--- src/rtl/finger_presence_detector_assert.svh ---
// ----------------------------------------------------------------------------
// Finger presence detector assertion macros
// Shorthand for clocked checks that are disabled while in reset.
// ----------------------------------------------------------------------------
`ifndef FINGER_PRESENCE_DETECTOR_ASSERT_SVH
`define FINGER_PRESENCE_DETECTOR_ASSERT_SVH

// antecedent implies consequent in the same cycle
`define FPD_ASSERT_SAME(label, ante, cons, msg) \
	label: assert property (@(posedge clk) disable iff (!arst_n) (ante) |-> (cons)) \
		else $error(msg);

// antecedent implies consequent in the next cycle
`define FPD_ASSERT_NEXT(label, ante, cons, msg) \
	label: assert property (@(posedge clk) disable iff (!arst_n) (ante) |=> (cons)) \
		else $error(msg);

`endif

--- src/rtl/fpd_pkg.sv ---
// ----------------------------------------------------------------------------
// fpd_pkg
// Shared widths, register map, reset values, divider constants and types.
// ----------------------------------------------------------------------------
package fpd_pkg;

	// sample and window widths
	localparam int SAMPLE_BITS = 18;
	localparam int WIN_BITS    = SAMPLE_BITS + 1;
	localparam int CNT_BITS    = 5;

	// APB port
	localparam int APB_DATA_BITS = 32;
	localparam int APB_ADDR_BITS = 5;
	localparam int REG_IDX_BITS  = 3;

	// register indexes
	localparam logic [REG_IDX_BITS-1:0] REG_MIN_IR_LEVEL     = 3'd0;
	localparam logic [REG_IDX_BITS-1:0] REG_MIN_RED_LEVEL    = 3'd1;
	localparam logic [REG_IDX_BITS-1:0] REG_LATCH_COUNT      = 3'd2;
	localparam logic [REG_IDX_BITS-1:0] REG_COUNTER_CEILING  = 3'd3;
	localparam logic [REG_IDX_BITS-1:0] REG_MIN_PULSE_AMP    = 3'd4;

	// register reset values
	localparam logic [SAMPLE_BITS-1:0] RST_MIN_IR_LEVEL    = SAMPLE_BITS'(50000);
	localparam logic [SAMPLE_BITS-1:0] RST_MIN_RED_LEVEL   = SAMPLE_BITS'(2000);
	localparam logic [CNT_BITS-1:0]    RST_LATCH_COUNT     = CNT_BITS'(4);
	localparam logic [CNT_BITS-1:0]    RST_COUNTER_CEILING = CNT_BITS'(30);
	localparam logic [SAMPLE_BITS-1:0] RST_MIN_PULSE_AMP   = SAMPLE_BITS'(20);

	// counter drop on a weak sample
	localparam logic [CNT_BITS-1:0] WEAK_DROP = CNT_BITS'(3);

	// mid/500 by reciprocal: exact for any mid below 2^SAMPLE_BITS
	localparam int PULSE_DIV       = 500;
	localparam int DIV500_SHIFT    = SAMPLE_BITS + 9;
	localparam int DIV500_MUL_BITS = SAMPLE_BITS + 1;
	localparam logic [DIV500_MUL_BITS-1:0] DIV500_MUL =
		DIV500_MUL_BITS'((64'd1 << DIV500_SHIFT) / PULSE_DIV + 1);
	localparam int DIV500_PROD_BITS = SAMPLE_BITS + DIV500_MUL_BITS;

	// baseline filter: floor(d/200) with d biased up to stay non-negative
	localparam int BASE_DIV        = 200;
	localparam int BASE_W          = SAMPLE_BITS + 2;
	localparam int OFF_K           = (1 << SAMPLE_BITS) / BASE_DIV + 1;
	localparam logic [BASE_W-1:0] OFF_K_W    = BASE_W'(OFF_K);
	localparam logic [BASE_W-1:0] OFF_BIAS_W = BASE_W'(OFF_K * BASE_DIV);
	localparam int DIV200_SHIFT    = BASE_W + 8;
	localparam int DIV200_MUL_BITS = SAMPLE_BITS + 3;
	localparam logic [DIV200_MUL_BITS-1:0] DIV200_MUL =
		DIV200_MUL_BITS'((64'd1 << DIV200_SHIFT) / BASE_DIV + 1);
	localparam int DIV200_PROD_BITS = BASE_W + DIV200_MUL_BITS;

	// queue between front and back
	localparam int QUEUE_DEPTH = 4;
	localparam int QPTR_BITS   = $clog2(QUEUE_DEPTH);
	localparam int QCNT_BITS   = $clog2(QUEUE_DEPTH + 1);

	// configuration bundle
	typedef struct packed {
		logic [SAMPLE_BITS-1:0] min_ir_level;
		logic [SAMPLE_BITS-1:0] min_red_level;
		logic [CNT_BITS-1:0]    latch_count;
		logic [CNT_BITS-1:0]    counter_ceiling;
		logic [SAMPLE_BITS-1:0] min_pulse_amplitude;
	} cfg_t;

	// classified sample
	typedef struct packed {
		logic                   is_strong;
		logic                   pulse;
		logic [SAMPLE_BITS-1:0] ir;
	} item_t;

	// queue status
	typedef struct packed {
		logic                 full;
		logic                 empty;
		logic [QCNT_BITS-1:0] count;
	} qstat_t;

endpackage

--- src/rtl/fpd_regs.sv ---
// ----------------------------------------------------------------------------
// fpd_regs
// APB configuration registers with read back; zero wait states.
// ----------------------------------------------------------------------------
module fpd_regs (
	input  logic                                clk,
	input  logic                                arst_n,
	input  logic                                psel,
	input  logic                                penable,
	input  logic                                pwrite,
	input  logic [fpd_pkg::APB_ADDR_BITS-1:0]   paddr,
	input  logic [fpd_pkg::APB_DATA_BITS-1:0]   pwdata,
	output logic [fpd_pkg::APB_DATA_BITS-1:0]   prdata,
	output logic                                pready,
	output fpd_pkg::cfg_t                       cfg
);

	fpd_pkg::cfg_t                       cfg_q;
	logic [fpd_pkg::REG_IDX_BITS-1:0]    idx;
	logic                                wr_en;

	assign pready = 1'b1;
	assign idx    = paddr[fpd_pkg::APB_ADDR_BITS-1:2];
	assign wr_en  = psel & penable & pwrite;
	assign cfg    = cfg_q;

	// register writes
	always_ff @(posedge clk or negedge arst_n) begin
		if (!arst_n) begin
			cfg_q.min_ir_level        <= fpd_pkg::RST_MIN_IR_LEVEL;
			cfg_q.min_red_level       <= fpd_pkg::RST_MIN_RED_LEVEL;
			cfg_q.latch_count         <= fpd_pkg::RST_LATCH_COUNT;
			cfg_q.counter_ceiling     <= fpd_pkg::RST_COUNTER_CEILING;
			cfg_q.min_pulse_amplitude <= fpd_pkg::RST_MIN_PULSE_AMP;
		end else if (wr_en) begin
			case (idx)
				fpd_pkg::REG_MIN_IR_LEVEL:
					cfg_q.min_ir_level <= pwdata[fpd_pkg::SAMPLE_BITS-1:0];
				fpd_pkg::REG_MIN_RED_LEVEL:
					cfg_q.min_red_level <= pwdata[fpd_pkg::SAMPLE_BITS-1:0];
				fpd_pkg::REG_LATCH_COUNT:
					cfg_q.latch_count <= pwdata[fpd_pkg::CNT_BITS-1:0];
				fpd_pkg::REG_COUNTER_CEILING:
					cfg_q.counter_ceiling <= pwdata[fpd_pkg::CNT_BITS-1:0];
				fpd_pkg::REG_MIN_PULSE_AMP:
					cfg_q.min_pulse_amplitude <= pwdata[fpd_pkg::SAMPLE_BITS-1:0];
				default: ;
			endcase
		end
	end

	// read back
	always_comb begin
		case (idx)
			fpd_pkg::REG_MIN_IR_LEVEL:
				prdata = fpd_pkg::APB_DATA_BITS'(cfg_q.min_ir_level);
			fpd_pkg::REG_MIN_RED_LEVEL:
				prdata = fpd_pkg::APB_DATA_BITS'(cfg_q.min_red_level);
			fpd_pkg::REG_LATCH_COUNT:
				prdata = fpd_pkg::APB_DATA_BITS'(cfg_q.latch_count);
			fpd_pkg::REG_COUNTER_CEILING:
				prdata = fpd_pkg::APB_DATA_BITS'(cfg_q.counter_ceiling);
			fpd_pkg::REG_MIN_PULSE_AMP:
				prdata = fpd_pkg::APB_DATA_BITS'(cfg_q.min_pulse_amplitude);
			default:
				prdata = '0;
		endcase
	end

endmodule

--- src/rtl/fpd_front.sv ---
// ----------------------------------------------------------------------------
// fpd_front
// Accepts sample words and classifies them as strong and as pulse evidence.
// ----------------------------------------------------------------------------
module fpd_front (
	input  logic                                clk,
	input  logic                                arst_n,
	input  fpd_pkg::cfg_t                       cfg,
	input  logic                                push,
	output logic                                full,
	input  logic [fpd_pkg::SAMPLE_BITS-1:0]     ir_sample,
	input  logic [fpd_pkg::SAMPLE_BITS-1:0]     red_sample,
	input  logic signed [fpd_pkg::WIN_BITS-1:0] window_max,
	input  logic signed [fpd_pkg::WIN_BITS-1:0] window_min,
	input  logic                                q_full,
	output logic                                q_push,
	output fpd_pkg::item_t                      q_item
);

	localparam int S  = fpd_pkg::SAMPLE_BITS;
	localparam int PW = fpd_pkg::DIV500_PROD_BITS;

	logic                     advance;
	logic                     accept;
	logic signed [S+1:0]      sum;
	logic signed [S+1:0]      swing;
	logic                     amp_ok;
	logic                     is_strong;

	logic                     valid_s1;
	logic [S-1:0]             ir_s1;
	logic                     strong_s1;
	logic                     amp_ok_s1;
	logic signed [S:0]        mid_s1;
	logic signed [S+1:0]      swing_s1;

	logic [PW-1:0]            prod;
	logic [PW-1:0]            quo;
	logic                     pulse;

	// handshake: stage 1 moves when empty or when the queue takes its word
	assign advance = !valid_s1 || !q_full;
	assign full    = !advance;
	assign accept  = push && advance;

	// window mid (floor) and swing at full signed width
	assign sum       = (S+2)'(window_max) + (S+2)'(window_min);
	assign swing     = (S+2)'(window_max) - (S+2)'(window_min);
	assign amp_ok    = !swing[S+1] && (swing[S:0] > {1'b0, cfg.min_pulse_amplitude});
	assign is_strong = (ir_sample > cfg.min_ir_level) && (red_sample > cfg.min_red_level);

	// stage 1 register
	always_ff @(posedge clk or negedge arst_n) begin
		if (!arst_n) begin
			valid_s1 <= 1'b0;
		end else if (advance) begin
			valid_s1 <= push;
		end
	end

	always_ff @(posedge clk) begin
		if (accept) begin
			ir_s1     <= ir_sample;
			strong_s1 <= is_strong;
			amp_ok_s1 <= amp_ok;
			mid_s1    <= sum[S+1:1];
			swing_s1  <= swing;
		end
	end

	// mid/500 by reciprocal multiply, then the pulse test
	assign prod  = PW'(mid_s1[S-1:0]) * PW'(fpd_pkg::DIV500_MUL);
	assign quo   = prod >> fpd_pkg::DIV500_SHIFT;
	assign pulse = !mid_s1[S] && (mid_s1 != '0) && amp_ok_s1 &&
		!swing_s1[S+1] && (PW'(swing_s1[S:0]) > quo);

	assign q_push           = valid_s1 && !q_full;
	assign q_item.is_strong = strong_s1;
	assign q_item.pulse     = pulse;
	assign q_item.ir        = ir_s1;

endmodule

--- src/rtl/fpd_queue.sv ---
// ----------------------------------------------------------------------------
// fpd_queue
// Short register queue of classified words between front and back.
// ----------------------------------------------------------------------------
module fpd_queue (
	input  logic           clk,
	input  logic           arst_n,
	input  logic           push,
	input  fpd_pkg::item_t din,
	input  logic           pop,
	output fpd_pkg::item_t dout,
	output fpd_pkg::qstat_t stat
);

	localparam int PB = fpd_pkg::QPTR_BITS;
	localparam int CB = fpd_pkg::QCNT_BITS;

	fpd_pkg::item_t          entry_q [fpd_pkg::QUEUE_DEPTH];
	logic [PB-1:0]           wr_ptr_q;
	logic [PB-1:0]           rd_ptr_q;
	logic [CB-1:0]           count_q;
	logic                    do_push;
	logic                    do_pop;

	assign stat.full  = (count_q == CB'(fpd_pkg::QUEUE_DEPTH));
	assign stat.empty = (count_q == '0);
	assign stat.count = count_q;
	assign do_push    = push && !stat.full;
	assign do_pop     = pop && !stat.empty;
	assign dout       = entry_q[rd_ptr_q];

	// pointers and fill count
	always_ff @(posedge clk or negedge arst_n) begin
		if (!arst_n) begin
			wr_ptr_q <= '0;
			rd_ptr_q <= '0;
			count_q  <= '0;
		end else begin
			if (do_push) begin
				wr_ptr_q <= (wr_ptr_q == PB'(fpd_pkg::QUEUE_DEPTH - 1)) ? '0 : wr_ptr_q + 1'b1;
			end
			if (do_pop) begin
				rd_ptr_q <= (rd_ptr_q == PB'(fpd_pkg::QUEUE_DEPTH - 1)) ? '0 : rd_ptr_q + 1'b1;
			end
			case ({do_push, do_pop})
				2'b10:   count_q <= count_q + 1'b1;
				2'b01:   count_q <= count_q - 1'b1;
				default: count_q <= count_q;
			endcase
		end
	end

	// storage
	always_ff @(posedge clk) begin
		if (do_push) begin
			entry_q[wr_ptr_q] <= din;
		end
	end

endmodule

--- src/rtl/fpd_back.sv ---
// ----------------------------------------------------------------------------
// fpd_back
// Confidence counter, presence latch, IR baseline and the result register.
// ----------------------------------------------------------------------------
module fpd_back (
	input  logic                             clk,
	input  logic                             arst_n,
	input  fpd_pkg::cfg_t                    cfg,
	input  fpd_pkg::qstat_t                  q_stat,
	input  fpd_pkg::item_t                   q_item,
	output logic                             q_pop,
	output logic                             empty,
	input  logic                             pop,
	output logic                             finger_present,
	output logic [fpd_pkg::CNT_BITS-1:0]     confidence_count
);

	localparam int S  = fpd_pkg::SAMPLE_BITS;
	localparam int C  = fpd_pkg::CNT_BITS;
	localparam int BW = fpd_pkg::BASE_W;
	localparam int PW = fpd_pkg::DIV200_PROD_BITS;

	logic [C-1:0]   conf_q;
	logic           latch_q;
	logic [S-1:0]   base_q;
	logic           out_valid_q;
	logic           present_q;
	logic [C-1:0]   count_q;

	logic           take;
	logic           step;
	logic [C-1:0]   conf_n;
	logic           latch_n;
	logic           present_n;
	logic [BW-1:0]  biased;
	logic [PW-1:0]  prod;
	logic [BW-1:0]  quo;
	logic [BW-1:0]  filt;
	logic [S-1:0]   base_n;

	// take the next word when the result register is free or being drained
	assign take  = !q_stat.empty && (!out_valid_q || pop);
	assign q_pop = take;
	assign empty = !out_valid_q;

	// step above the learned baseline
	assign step = (base_q != '0) &&
		({1'b0, q_item.ir} > ({1'b0, base_q} + {1'b0, cfg.min_ir_level}));

	// counter and latch update
	always_comb begin
		conf_n    = conf_q;
		latch_n   = latch_q;
		present_n = 1'b0;
		if (q_item.is_strong) begin
			if (step || q_item.pulse) begin
				if (conf_q < cfg.counter_ceiling) begin
					conf_n = conf_q + 1'b1;
				end
			end else if (conf_q != '0) begin
				conf_n = conf_q - 1'b1;
			end
			if (conf_n >= cfg.latch_count) begin
				latch_n = 1'b1;
			end
			if (conf_n == '0) begin
				latch_n = 1'b0;
			end
			present_n = latch_n;
		end else begin
			conf_n = (conf_q > fpd_pkg::WEAK_DROP) ? conf_q - fpd_pkg::WEAK_DROP : '0;
			if (conf_n == '0) begin
				latch_n = 1'b0;
			end
		end
	end

	// baseline filter: b + floor((ir - b)/200), divided by reciprocal multiply
	assign biased = BW'(q_item.ir) - BW'(base_q) + fpd_pkg::OFF_BIAS_W;
	assign prod   = PW'(biased) * PW'(fpd_pkg::DIV200_MUL);
	assign quo    = BW'(prod >> fpd_pkg::DIV200_SHIFT);
	assign filt   = BW'(base_q) + quo - fpd_pkg::OFF_K_W;

	always_comb begin
		base_n = base_q;
		if (conf_n == '0) begin
			if ((base_q == '0) && (q_item.ir > cfg.min_ir_level)) begin
				base_n = q_item.ir;
			end else begin
				base_n = filt[S-1:0];
			end
		end
	end

	// state and result register
	always_ff @(posedge clk or negedge arst_n) begin
		if (!arst_n) begin
			conf_q      <= '0;
			latch_q     <= 1'b0;
			base_q      <= '0;
			out_valid_q <= 1'b0;
		end else begin
			if (take) begin
				conf_q  <= conf_n;
				latch_q <= latch_n;
				base_q  <= base_n;
			end
			if (take) begin
				out_valid_q <= 1'b1;
			end else if (pop) begin
				out_valid_q <= 1'b0;
			end
		end
	end

	always_ff @(posedge clk) begin
		if (take) begin
			present_q <= present_n;
			count_q   <= conf_n;
		end
	end

	assign finger_present   = present_q;
	assign confidence_count = count_q;

endmodule

--- src/rtl/finger_presence_detector.sv ---
// ----------------------------------------------------------------------------
// finger_presence_detector
// Judges finger presence on an optical sensor from a stream of samples.
// ----------------------------------------------------------------------------
// Usage:
//   Input channel: drive a sample word (ir_sample, red_sample, window_max,
//   window_min) with push; the word is taken on a clock edge with push high
//   and full low. Result channel: while empty is low the oldest result
//   (finger_present, confidence_count) is on the ports; pop with empty low
//   takes it. One result per sample word, in order.
//   Throughput: one word per cycle while pop stays high. A taken word passes
//   one classify register stage in the front, then the queue; the back
//   updates its state as it loads the result register. The counter and
//   baseline loop in the back is combinational between its registers.
//   Stall: if pop is held low, the result register holds, the four-word
//   queue fills behind it, and full rises once the front stage is blocked.
//   Reset (arst_n low): counter, latch and baseline clear, queue and result
//   register empty, registers take their default values. Configuration is
//   to be written over APB only while no word is in flight; not enforced.
// ----------------------------------------------------------------------------
`include "finger_presence_detector_assert.svh"

module finger_presence_detector (
	input  logic                                clk,
	input  logic                                arst_n,
	input  logic                                psel,
	input  logic                                penable,
	input  logic                                pwrite,
	input  logic [fpd_pkg::APB_ADDR_BITS-1:0]   paddr,
	input  logic [fpd_pkg::APB_DATA_BITS-1:0]   pwdata,
	output logic [fpd_pkg::APB_DATA_BITS-1:0]   prdata,
	output logic                                pready,
	input  logic                                push,
	output logic                                full,
	input  logic [fpd_pkg::SAMPLE_BITS-1:0]     ir_sample,
	input  logic [fpd_pkg::SAMPLE_BITS-1:0]     red_sample,
	input  logic signed [fpd_pkg::WIN_BITS-1:0] window_max,
	input  logic signed [fpd_pkg::WIN_BITS-1:0] window_min,
	output logic                                empty,
	input  logic                                pop,
	output logic                                finger_present,
	output logic [fpd_pkg::CNT_BITS-1:0]        confidence_count
);

	fpd_pkg::cfg_t   cfg;
	fpd_pkg::item_t  front_item;
	fpd_pkg::item_t  head_item;
	fpd_pkg::qstat_t q_stat;
	logic            q_push;
	logic            q_pop;

	// configuration registers
	fpd_regs u_regs (
		.clk     (clk),
		.arst_n  (arst_n),
		.psel    (psel),
		.penable (penable),
		.pwrite  (pwrite),
		.paddr   (paddr),
		.pwdata  (pwdata),
		.prdata  (prdata),
		.pready  (pready),
		.cfg     (cfg)
	);

	// front: accept and classify
	fpd_front u_front (
		.clk        (clk),
		.arst_n     (arst_n),
		.cfg        (cfg),
		.push       (push),
		.full       (full),
		.ir_sample  (ir_sample),
		.red_sample (red_sample),
		.window_max (window_max),
		.window_min (window_min),
		.q_full     (q_stat.full),
		.q_push     (q_push),
		.q_item     (front_item)
	);

	// decoupling queue
	fpd_queue u_queue (
		.clk    (clk),
		.arst_n (arst_n),
		.push   (q_push),
		.din    (front_item),
		.pop    (q_pop),
		.dout   (head_item),
		.stat   (q_stat)
	);

	// back: state update and result word
	fpd_back u_back (
		.clk              (clk),
		.arst_n           (arst_n),
		.cfg              (cfg),
		.q_stat           (q_stat),
		.q_item           (head_item),
		.q_pop            (q_pop),
		.empty            (empty),
		.pop              (pop),
		.finger_present   (finger_present),
		.confidence_count (confidence_count)
	);

	// checks
	`FPD_ASSERT_SAME(a_present_needs_count, !empty && finger_present, confidence_count != '0, "presence reported with zero count")
	`FPD_ASSERT_SAME(a_queue_bound, 1'b1, q_stat.count <= fpd_pkg::QCNT_BITS'(fpd_pkg::QUEUE_DEPTH), "queue count past depth")
	`FPD_ASSERT_NEXT(a_result_loads, empty && !q_stat.empty, !empty, "queued word not moved to result register")

endmodule
--- config.mk ---
export PLATFORM = sky130hd
export DESIGN_NAME = finger_presence_detector
export DESIGN_NICKNAME = d
export VERILOG_FILES = /design/src/rtl/fpd_pkg.sv /design/src/rtl/fpd_regs.sv /design/src/rtl/fpd_front.sv /design/src/rtl/fpd_queue.sv /design/src/rtl/fpd_back.sv /design/src/rtl/finger_presence_detector.sv
export VERILOG_INCLUDE_DIRS = /design/src /design/src/rtl
export SDC_FILE = /design/constraint.sdc
export NUM_CORES = 1
export LEC_CHECK = 0
export ABC_AREA = 1
export BUFFER_PORTS_ARGS = -buffer_cell sky130_fd_sc_hd__clkbuf_2
export CAP_MARGIN = 20
export CORE_MARGIN = 5
export CORE_UTILIZATION = 63
export DETAILED_ROUTE_END_ITERATION = 7
export PLACE_DENSITY_LB_ADDON = 0.12
export RECOVER_POWER = 50
export SLEW_MARGIN = 20
export SYNTH_ARGS = -nofsm -noshare
export SYNTH_HDL_FRONTEND = slang
export SYNTH_SLANG_ARGS = --single-unit
--- constraint.sdc ---
create_clock -name clk -period 11.3 [get_ports clk]
set_clock_uncertainty 0.05 [all_clocks]
set_input_delay 1.13 -clock clk [delete_from_list [all_inputs] [get_ports clk]]
set_output_delay 1.13 -clock clk [all_outputs]
set_load 0.02 [all_outputs]
==> run summary <==
Wirelength per Cell -> 18.1 um
num rows -> 79
synthesized area -> 29,600 um^2
hpwl dp -> 64,200 um
I/O pins -> 159
initial antenna violation count -> 0
max_cap viols -> 3
path depth of the worst reg2reg path -> 48
Area Growth Syn to Fin -> 8.27%
Via Count -> 24,000
clock-pin slew on the worst setup and hold paths -> 60 ps
Worst setup endpoint -> u_back.base_q[14]
final hold viol count -> 0
most common flop cell mapped by yosys -> edfxtp_1
failing checks -> max-capacitance violations, max-slew violations
Final Max Tran Viols -> 160
drt initial violations -> 1,876
post-route ant nets -> 0
ys async rst share -> 0.401
synthesized instance count -> 3,472
most frequent CP cell -> nand2_1
CTS Buffer Depth -> 3
Yosys cell types -> 68
Slew @ Worst Pin -> 3990 ps
Core Region -> 46,500 um^2
final core occ -> 0.689
R2R Setup Slk -> 630 ps
share of cells above drive strength 1 -> 0.0820
crit path from -> u_queue.rd_ptr_q[1]
largest net degree at the start of global routing -> 74
EDFF count, synth -> 145
fmax -> 93.7 MHz
Ys Warns -> 0
hold_buf cts -> 0
Mean Syn Cell Area -> 8.52 um^2
critical path's slowest cell -> fa_1
Synth Register Bits -> 242
PortBufs -> 127
RSZ-0062 raised after global routing -> true
Final Non-Filler Cells -> 4,264
die footprint -> 51,400 um^2
status -> finished with violations
nets@finish -> 4,533
sequential area share after synthesis -> 0.230
RR Startpoint -> u_queue.rd_ptr_q[1]
Hold Crit Depth -> 2
DP Area -> 31,100 um^2
htree depth -> 1
Worst Path Max Fanout -> 18
Detailed Route WL -> 77,000 um
Critical Path Max Stage Delay -> 600 ps
first-pass GRT wire length -> 123,000 um
Final min period -> 10,670 ps
routed vias/inst -> 5.63
clock sink count -> 242
Worst-Skew Late Latency -> 560 ps
Placer Congestion -> 0.961
vias in the first global route -> 24,200
final design area excluding fillers -> 32,000 um^2
CTS root buf -> clkbuf_16
crit path kind -> flop to flop
Die X -> 227 um
CTS Buf Count -> 26
endpoints failing setup -> 0
endpoint class of the critical path -> flop
Arr. time, crit path -> 11,050 ps
ANT cells -> 0
FF-to-FF End -> u_back.base_q[14]
HP Class -> flop to flop
CTS tree -> built
Initial Util -> 0.637
crit path launch type -> flop
CP required -> 11,680 ps
DR DRC count -> 0
DP Cell Count -> 4,210
Tcrit/Tclk final -> 0.945
hold slack -> 435 ps
die height -> 227 um
Total GRT Usage -> 0.300
max_slew headroom -> -1.66
length of the first detailed-routing pass in iterations -> 5
GR Overflow Total -> 0
==> critical path, delay by kind of cell (launching register included) <==
kind | cells | cell delay (ps)
DFF | 1 | 390
AOI/OAI and AO/OA | 9 | 1630
adders and majority gates | 11 | 4650
buffers and inverters | 9 | 930
and+or+nand+nor | 16 | 2090
xor gates and xnor gates | 3 | 810
==> cell families (layout without fill, tap and decap cells) <==
| group | count (synthesis) | after routing | share of synthesized area |
|---|---|---|---|
| compound gates | 551 | 551 | 0.106 |
| xor+xnor | 119 | 119 | 0.0390 |
| fa+ha+maj | 778 | 778 | 0.378 |
| buf+inv | 809 | 981 | 0.105 |
| flops | 242 | 242 | 0.230 |
| mux | 3 | 3 | 0.00106 |
| other cells | 2 | 15 | 0.000254 |
| simple gates | 968 | 968 | 0.141 |
==> stage by stage <==
stage	setup slack (ps)	setup TNS (ps)
3_5_place_dp	273	0
5_1_grt	-32.0	-32.0
2_1_floorplan	1120	0
4_1_cts	218	0
6_report	626	0
3_3_place_gp	444	0
==> registers in the layout, summed over array words and instances, names as in the netlist, 2 cells and up <==
register,cells
u_back.base_q,18
u_back.conf_q,5
u_back.confidence_count,5
u_front.ir_s1,18
u_front.mid_s1,19
u_front.swing_s1,20
u_queue.count_q,3
u_queue.entry_q,80
u_queue.rd_ptr_q,2
u_queue.wr_ptr_q,2
u_regs.cfg,64
==> layout by cell type (no fill, tap or decap), types with 6 or more instances in the layout <==
| cell type | netlist | final |
|---|---|---|
| xnor2_1 | 29 | 29 |
| o221ai_1 | 15 | 15 |
| a21oi_1 | 205 | 201 |
| o22ai_1 | 22 | 19 |
| nor2_2 | 3 | 7 |
| nand2_1 | 552 | 549 |
| nand3b_1 | 6 | 6 |
| a31oi_1 | 12 | 11 |
| o21bai_1 | 14 | 14 |
| o31ai_1 | 9 | 8 |
| inv_2 | 9 | 11 |
| xor2_1 | 78 | 75 |
| nand3_2 | 7 | 7 |
| ha_1 | 587 | 587 |
| nor4_1 | 10 | 9 |
| o21a_1 | 11 | 11 |
| nand3_1 | 105 | 105 |
| edfxtp_1 | 145 | 145 |
| clkbuf_1 | 35 | 36 |
| a21o_1 | 13 | 13 |
| o21ai_1 | 3 | 6 |
| conb_1 | 2 | 15 |
| buf_4 | 17 | 44 |
| nand2_2 | 12 | 15 |
| a221oi_1 | 7 | 7 |
| clkbuf_2 | 1 | 105 |
| clkbuf_16 | 0 | 26 |
| nand4_1 | 32 | 32 |
| inv_1 | 740 | 736 |
| nor3_1 | 27 | 27 |
| nor2_1 | 189 | 184 |
| a21boi_0 | 9 | 6 |
| fa_1 | 191 | 191 |
| nor2_4 | 6 | 7 |
| clkinv_1 | 4 | 8 |
| dfrtp_1 | 78 | 78 |
| xor2_2 | 9 | 11 |
| o21ai_0 | 205 | 202 |
| dfstp_2 | 19 | 19 |
==> worst min path at each step <==
stage / start / to
after floorplan: u_queue.count_q[0] / u_queue.count_q[0]
after global placement: u_queue.count_q[0] / u_queue.count_q[0]
after detailed placement: u_queue.count_q[1] / u_queue.count_q[1]
after CTS: u_queue.count_q[0] / u_queue.count_q[0]
after global routing: u_queue.count_q[0] / u_queue.count_q[0]
final: u_queue.count_q[1] / u_queue.count_q[1]
==> area by class of cell <==
cell class	count	area, um^2
clock buffers	33	677
clock inverters	15	135
fillers	3877	14400
inverters	753	2830
multi-input cells	2434	19800
flip-flops and latches	242	6810
well taps	607	759
repair buffers	180	991
==> layer usage <==
metal | wire length [um] | vias up | track usage
li1 | - | 11600 | -
met1 | 33000 | 11400 | 0.406
met2 | 36300 | 820 | 0.509
met3 | 5060 | 150 | 0.0372
met4 | 2650 | 0 | 0.0899
met5 | 0 | - | 0
==> timing repair <==
action | in CTS | in global routing
endpoints found under the setup margin | 0 | 9
setup buffers | 0 | 5
resized for setup | 0 | 26
==> cells in the mapped netlist (all sizes together), types with 4 or more instances <==
master | instances | area share
inv | 749 | 0.095
ha | 587 | 0.25
nand2 | 569 | 0.074
o21ai | 209 | 0.035
a21oi | 206 | 0.035
nor2 | 199 | 0.028
fa | 191 | 0.13
edfxtp | 145 | 0.15
nand3 | 113 | 0.021
xor2 | 89 | 0.030
dfrtp | 78 | 0.066
clkbuf | 36 | 0.0046
nand4 | 34 | 0.0076
xnor2 | 30 | 0.0091
nor3 | 28 | 0.0051
o22ai | 22 | 0.0047
buf | 20 | 0.0049
dfstp | 19 | 0.017
o221ai | 15 | 0.0044
o21bai | 14 | 0.0036
a21o | 13 | 0.0033
a31oi | 12 | 0.0025
a21boi | 11 | 0.0030
o21a | 11 | 0.0028
nor4 | 10 | 0.0021
o31ai | 9 | 0.0023
a221oi | 7 | 0.0021
nand3b | 6 | 0.0015
o211ai | 6 | 0.0017
a211oi | 5 | 0.0013
clkinv | 4 | 0.00051
o2111ai | 4 | 0.0012
Power is not shown: default switching activity piles up to over one toggle a cycle in this logic, so the estimate is an artifact.
